## config.mk

```make
export PLATFORM = sky130hd
export DESIGN_NAME = stack_queue_store
export DESIGN_NICKNAME = d
export VERILOG_FILES = /design/src/rtl/core/sqs_pkg.sv /design/src/rtl/core/stack_queue_store.sv /design/src/rtl/core/sqs_ram.sv
export SDC_FILE = /design/constraint.sdc
export NUM_CORES = 2
export LEC_CHECK = 0
export BUFFER_PORTS_ARGS = -buffer_cell sky130_fd_sc_hd__buf_2
export CAP_MARGIN = 20
export CORE_ASPECT_RATIO = 0.8
export CORE_MARGIN = 1.5
export CORE_UTILIZATION = 57
export DETAILED_ROUTE_END_ITERATION = 6
export PLACE_DENSITY = 0.77
export SYNTH_ARGS = -nofsm -noshare
export SYNTH_HDL_FRONTEND = slang
export SYNTH_HIERARCHICAL = 1
export SYNTH_SLANG_ARGS = --single-unit
export TNS_END_PERCENT = 50
```

## constraint.sdc

```tcl
create_clock -name aclk -period 4.6 [get_ports aclk]
set_clock_uncertainty 0.05 [all_clocks]
set_input_delay 0.23 -clock aclk [delete_from_list [all_inputs] [get_ports aclk]]
set_output_delay 0.23 -clock aclk [all_outputs]
set_load 0.005 [all_outputs]
```

## src/rtl/core/sqs_pkg.sv

```systemverilog
// ----------------------------------------------------------------------------
// sqs_pkg
// Shared types and codes for the stack/queue store.
// ----------------------------------------------------------------------------
package sqs_pkg;

    localparam int DATA_W = 32;

    // command codes
    localparam logic [2:0] CMD_PUSH_TOP    = 3'd0;
    localparam logic [2:0] CMD_PUSH_BOTTOM = 3'd1;
    localparam logic [2:0] CMD_POP         = 3'd2;
    localparam logic [2:0] CMD_PRINT       = 3'd3;
    localparam logic [2:0] CMD_NOP         = 3'd4;

    // result status codes
    localparam logic [1:0] STAT_DATA  = 2'd0;
    localparam logic [1:0] STAT_EMPTY = 2'd1;
    localparam logic [1:0] STAT_FULL  = 2'd2;

    typedef struct packed {
        logic [2:0]               cmd;
        logic signed [DATA_W-1:0] value;
    } req_t;

    typedef struct packed {
        logic signed [DATA_W-1:0] data;
        logic [1:0]               status;
        logic                     last;
    } rsp_t;

endpackage

```

## src/rtl/core/stack_queue_store.sv

```systemverilog
// ----------------------------------------------------------------------------
// stack_queue_store
// Bounded double-ended store of signed 32-bit values in a ring buffer.
// ----------------------------------------------------------------------------
// Requests arrive on s_valid/s_ready/s_data (cmd, value); results leave on
// m_valid/m_ready/m_data (data, status, last).
// Push top / push bottom / pop give no result, except a push on a full store
// (status full) or a pop on an empty store (status empty), whose single
// result is registered and shows in the cycle after the request is taken.
// Nop and unused codes do nothing.
// Print walks the ring from the top, one RAM read per cycle while m_ready is
// high or no result is pending; the request first sets the walk state, then
// each read loads the RAM's read register, which feeds the result directly.
// A print holds off new requests for the whole walk; a print of an empty
// store does nothing.
// When the receiver stalls, the walk pauses and the current result holds.
// A new request is taken in the cycle the pending result leaves.
// Reset (aresetn low, synchronous) empties the store; entry contents are not
// cleared and need no clearing pass.
// ----------------------------------------------------------------------------
module stack_queue_store #(
    parameter int DEPTH = 64
) (
    input  logic          aclk,
    input  logic          aresetn,
    input  logic          s_valid,
    output logic          s_ready,
    input  sqs_pkg::req_t s_data,
    output logic          m_valid,
    input  logic          m_ready,
    output sqs_pkg::rsp_t m_data
);

    localparam int IDX_W = (DEPTH > 1) ? $clog2(DEPTH) : 1;
    localparam int CNT_W = $clog2(DEPTH + 1);
    localparam int SUM_W = IDX_W + 1;

    typedef enum logic {ST_IDLE, ST_PRINT} state_t;

    state_t                      state_reg, state_next;
    logic [IDX_W-1:0]            top_reg, top_next;
    logic [CNT_W-1:0]            count_reg, count_next;
    logic [IDX_W-1:0]            rd_idx_reg, rd_idx_next;
    logic [CNT_W-1:0]            remain_reg, remain_next;
    logic                        m_valid_reg, m_valid_next;
    logic [1:0]                  m_status_reg, m_status_next;
    logic                        m_last_reg, m_last_next;
    logic                        m_ram_reg, m_ram_next;

    logic                        accept;
    logic                        out_free;
    logic                        full, empty;
    logic [IDX_W-1:0]            top_dec, top_inc, rd_idx_inc, bottom_pos;
    logic [SUM_W-1:0]            bottom_sum;
    logic                        ram_we, ram_re;
    logic [IDX_W-1:0]            ram_waddr;
    logic [sqs_pkg::DATA_W-1:0]  ram_rdata;

    assign out_free = !m_valid_reg || m_ready;
    assign s_ready  = (state_reg == ST_IDLE) && out_free;
    assign accept   = s_valid && s_ready;

    assign full  = (count_reg == CNT_W'(DEPTH));
    assign empty = (count_reg == '0);

    assign top_dec    = (top_reg == '0) ? IDX_W'(DEPTH - 1) : top_reg - 1'b1;
    assign top_inc    = (top_reg == IDX_W'(DEPTH - 1)) ? '0 : top_reg + 1'b1;
    assign rd_idx_inc = (rd_idx_reg == IDX_W'(DEPTH - 1)) ? '0 : rd_idx_reg + 1'b1;

    // count < DEPTH here, so the sum stays below twice the depth
    assign bottom_sum = SUM_W'(top_reg) + SUM_W'(count_reg);
    assign bottom_pos = (bottom_sum >= SUM_W'(DEPTH)) ?
                        IDX_W'(bottom_sum - SUM_W'(DEPTH)) : IDX_W'(bottom_sum);

    assign ram_re = (state_reg == ST_PRINT) && out_free;

    always_comb begin
        state_next    = state_reg;
        top_next      = top_reg;
        count_next    = count_reg;
        rd_idx_next   = rd_idx_reg;
        remain_next   = remain_reg;
        m_valid_next  = m_valid_reg && !m_ready;
        m_status_next = m_status_reg;
        m_last_next   = m_last_reg;
        m_ram_next    = m_ram_reg;
        ram_we        = 1'b0;
        ram_waddr     = top_dec;

        case (state_reg)
            ST_IDLE: begin
                if (accept) begin
                    case (s_data.cmd)
                        sqs_pkg::CMD_PUSH_TOP, sqs_pkg::CMD_PUSH_BOTTOM: begin
                            if (full) begin
                                m_valid_next  = 1'b1;
                                m_status_next = sqs_pkg::STAT_FULL;
                                m_last_next   = 1'b1;
                                m_ram_next    = 1'b0;
                            end else begin
                                ram_we     = 1'b1;
                                count_next = count_reg + 1'b1;
                                if (s_data.cmd == sqs_pkg::CMD_PUSH_TOP) begin
                                    top_next = top_dec;
                                end else begin
                                    ram_waddr = bottom_pos;
                                end
                            end
                        end
                        sqs_pkg::CMD_POP: begin
                            if (empty) begin
                                m_valid_next  = 1'b1;
                                m_status_next = sqs_pkg::STAT_EMPTY;
                                m_last_next   = 1'b1;
                                m_ram_next    = 1'b0;
                            end else begin
                                top_next   = top_inc;
                                count_next = count_reg - 1'b1;
                            end
                        end
                        sqs_pkg::CMD_PRINT: begin
                            if (!empty) begin
                                state_next  = ST_PRINT;
                                rd_idx_next = top_reg;
                                remain_next = count_reg;
                            end
                        end
                        default: begin
                        end
                    endcase
                end
            end
            ST_PRINT: begin
                if (ram_re) begin
                    m_valid_next  = 1'b1;
                    m_status_next = sqs_pkg::STAT_DATA;
                    m_last_next   = (remain_reg == CNT_W'(1));
                    m_ram_next    = 1'b1;
                    rd_idx_next   = rd_idx_inc;
                    remain_next   = remain_reg - 1'b1;
                    if (remain_reg == CNT_W'(1)) begin
                        state_next = ST_IDLE;
                    end
                end
            end
            default: begin
                state_next = ST_IDLE;
            end
        endcase
    end

    always_ff @(posedge aclk) begin
        if (!aresetn) begin
            state_reg   <= ST_IDLE;
            top_reg     <= '0;
            count_reg   <= '0;
            remain_reg  <= '0;
            m_valid_reg <= 1'b0;
        end else begin
            state_reg     <= state_next;
            top_reg       <= top_next;
            count_reg     <= count_next;
            rd_idx_reg    <= rd_idx_next;
            remain_reg    <= remain_next;
            m_valid_reg   <= m_valid_next;
            m_status_reg  <= m_status_next;
            m_last_reg    <= m_last_next;
            m_ram_reg     <= m_ram_next;
        end
    end

    sqs_ram #(
        .WIDTH (sqs_pkg::DATA_W),
        .DEPTH (DEPTH)
    ) u_entries (
        .aclk  (aclk),
        .we    (ram_we),
        .waddr (ram_waddr),
        .wdata (s_data.value),
        .re    (ram_re),
        .raddr (rd_idx_reg),
        .rdata (ram_rdata)
    );

    // read register holds while the walk is paused, so the payload stays put
    assign m_valid       = m_valid_reg;
    assign m_data.data   = m_ram_reg ? ram_rdata : '0;
    assign m_data.status = m_status_reg;
    assign m_data.last   = m_last_reg;

`ifndef SYNTH
    a_count_bound: assert property (@(posedge aclk) disable iff (!aresetn)
        count_reg <= CNT_W'(DEPTH))
        else $error("entry count exceeds depth");

    a_walk_nonzero: assert property (@(posedge aclk) disable iff (!aresetn)
        (state_reg == ST_PRINT) |-> (remain_reg != '0) && !s_ready)
        else $error("print walk with nothing left or taking requests");

    a_pop_count: assert property (@(posedge aclk) disable iff (!aresetn)
        (accept && s_data.cmd == sqs_pkg::CMD_POP && !empty)
        |=> (count_reg == $past(count_reg) - 1'b1) && !m_valid_reg)
        else $error("pop did not remove exactly one entry silently");

    a_walk_last: assert property (@(posedge aclk) disable iff (!aresetn)
        (ram_re && remain_reg == CNT_W'(1)) |=> m_valid_reg && m_last_reg
        && (state_reg == ST_IDLE))
        else $error("print walk did not end with a last result");
`endif

endmodule

```

## src/rtl/core/sqs_ram.sv

```systemverilog
// ----------------------------------------------------------------------------
// sqs_ram
// Simple dual-port RAM, one write and one read port, registered read data
// that holds its value while no read is enabled.
// ----------------------------------------------------------------------------
module sqs_ram #(
    parameter int WIDTH = 32,
    parameter int DEPTH = 64,
    localparam int AW = (DEPTH > 1) ? $clog2(DEPTH) : 1
) (
    input  logic             aclk,
    input  logic             we,
    input  logic [AW-1:0]    waddr,
    input  logic [WIDTH-1:0] wdata,
    input  logic             re,
    input  logic [AW-1:0]    raddr,
    output logic [WIDTH-1:0] rdata
);

    logic [WIDTH-1:0] mem [DEPTH];
    logic [WIDTH-1:0] rdata_reg;

    always_ff @(posedge aclk) begin
        if (we) begin
            mem[waddr] <= wdata;
        end
        if (re) begin
            rdata_reg <= mem[raddr];
        end
    end

    assign rdata = rdata_reg;

endmodule
```

==> out/metrics.csv <==
metric;value;unit
htreeDepth;4;
ys_ff_latch;2112;
grt_max_degree;76;
ff2ff_path_depth;10;
hpwl;114;mm
leakagePower;28.5;nW
vdd_drop_max;0.477;mV
synth_top_area_share;77.0;%
worstMarginPinSlew;1.02;ns
cp-end-kind;flop;
via_per_inst;6.79;
cts_root_buf;clkbuf_16;
die_area;0.145;sq mm
antenna_found_initial;10;
io_buffers;75;
area_growth;12.5;%
post-route-min-period;4.24;ns
vias;40385;
status;finished with violations;
drt_iter0_markers;6586;
grt-ovfl-total;0;
async_flop_share;0;%
cellPowerDensity;406;mW/mm^2
syn_inst;3658;
crit_required;5.05;ns
coreArea;0.141;sq mm
hold_path_class;primary input to flop;
num_rows;123;
stdcell_count;5944;
clkLatencyLatePin;0.84;ns
syn_area;0.0815;sq mm
crit_type;flop to flop;
clk_path_buf_depth;3;
violations;DRC;
synth-edff-count;2090;
postCtsSetupRepairBufs;0;
gp_congestion;0.858;
avgRoutedWirePerCell;34.7;um
drv_slew;0;
ys_top_cells_by_count;edfxtp_1, mux4_2, nor2_1;
nets;3980;
largest_reg_flops;2048;
reg2reg_slack;0.36;ns
wl;206;mm
fmax;236;MHz
ant_nets;0;
drc;3;
clock-sinks;2112;
drv_cap;0;
grt_pass1_wl;295;mm
synth_warnings;6;
yosysMostFrequentCell;edfxtp_1;
synth.area.top_cells;edfxtp_1, mux4_2, mux2i_1, nor2_1, o22ai_1;
drive_gt1_share;28.1;%
critPathMaxStageDelay;0.71;ns
yosys_most_used_dff;edfxtp_1;
cp.arrival;4.68;ns
synth_nets;3715;
syn_avg_cell_area;22.3;sq um
slew_headroom;32.0;%
nFillCells;8731;
fin_ws;0.362;ns
ys_seq_area_share;77.6;%
tritoncts;built;
final_core_util;64.9;%
synth_cell_type_count;64;
io_pins;76;
whs_path_depth;2;
power;37.2;mW
post-place-ws;0.423;ns
crit_fanout;17;
dpl_cell_area;0.0858;sq mm
rsz0062_at_grt;no;
start_kind;flop;
start_util;57.7;%
chipWidth;426;um
synth_largest_area_cell;edfxtp_1;
clk_pin_slew;0.07;ns
hold_viol;0;
grt_util_all_layers;28.8;%
first_global_vias;40116;
cts_buffers;184;
critical-path-slowest-cell;nor2_4;
crit_chain;ha_1, a211oi_1, o21ai_0, and3_1, o2111ai_1, nand3_1, nor2_1, nand2_1, nor2_4, buf_4;
fin_crit_sh;92.1;%
first_pass_iters;7;
die_h;341;um
setup_viol;0;
final_cell_area;0.0917;sq mm
dp_cells;5600;
[critical path, delay by kind of cell (launching register included)]
kind                     cells  cell delay, ns
AND/OR/NAND/NOR              5            1.99
flip-flops                   1            0.52
adder cells (fa/ha/maj)      1            0.31
AO/OA/AOI/OAI                3            0.59
buffers and inverters        1            0.42
[kinds of logic (layout without fill, tap and decap cells)]
| logic type | count (synthesis) | after routing | synth area share [%] |
|---|---|---|---|
| adders and majority gates | 18 | 18 | 0.295 |
| DFF | 2112 | 2112 | 77.6 |
| buffers and inverters | 221 | 629 | 1.29 |
| other | 0 | 3 | 0 |
| and+or+nand+nor | 358 | 358 | 2.11 |
| AOI/OAI and AO/OA | 293 | 293 | 2.35 |
| xor gates and xnor gates | 12 | 12 | 0.129 |
| muxes | 644 | 644 | 16.3 |
[cell type report]
cell class,count,area [sq um],share of cell area (%)
clock inverter,102,878,0.958
timing repair buffer,283,2650,2.89
clock buffer,227,4830,5.27
inverter,17,63.8,0.0696
multi-input combinational,1325,17700,19.3
tap,1875,2350,2.56
sequential,2112,63200,68.9
antenna,3,7.51,0.00819
[worst paths after layout]
path / from / endpoint
setup reg to reg: top_reg[1] / u_entries/mem[8][8]
hold reg to reg: remain_reg[5] / remain_reg[5]
hold / removal: s_data[11] / u_entries/mem[32][11]
setup / recovery: top_reg[1] / u_entries/mem[8][8]
[power by group]
group / leakage [nW] / internal (mW) / switching [mW]
clock: 2.77 / 8.05 / 6.94
combinational: 6.76 / 0.250 / 0.734
sequential: 19.0 / 21.2 / 0.0282
[through the flow]
step	hold slack [ns]	setup TNS, ns
finish	0.0387	0
global route	0.0440	0
CTS	0.0136	0
detailed placement	0.411	0
global placement	0.399	0
floorplan	0.279	-8.37
[routing by layer]
layer	share of wire, %	GRT usage (%)
met1	36	40.6
met2	48	44.6
met3	12	6.68
met4	4.0	10.9
met5	0.023	0
[layout by cell type (no fill, tap or decap), types with 6 or more instances in the layout]
cell,synthesis,layout
a31oi_1,10,10
nor2b_1,23,23
and3_1,8,8
bufinv_16,0,10
nand2b_1,11,10
o32ai_1,8,8
nor3_1,12,10
clkbuf_16,0,186
nand2_1,54,54
inv_6,0,6
ha_1,16,16
nand3_1,13,13
dfxtp_1,22,22
clkinv_2,0,23
edfxtp_1,2090,2090
a21oi_1,92,92
inv_1,17,16
mux2i_1,99,99
o21ai_0,13,13
o221ai_1,27,27
dlygate4sd3_1,0,10
and2_1,34,34
clkinv_1,0,45
a311oi_1,9,9
a22oi_1,12,12
buf_2,63,75
clkbuf_1,88,39
clkinv_4,0,6
buf_12,0,55
buf_4,27,143
nand3b_1,6,6
o22ai_1,89,89
xnor2_1,10,10
mux4_2,544,544
nor2_4,0,62
nor2_1,167,104
[what timing repair did]
item | 4_1_cts | 5_1_grt
gates resized for setup | 0 | 0
hold endpoints to repair | 51 | 0
hold buffers | 10 | 0
setup endpoints to repair | 0 | 0
No activity file was read; power rests on OpenSTA's default activity.
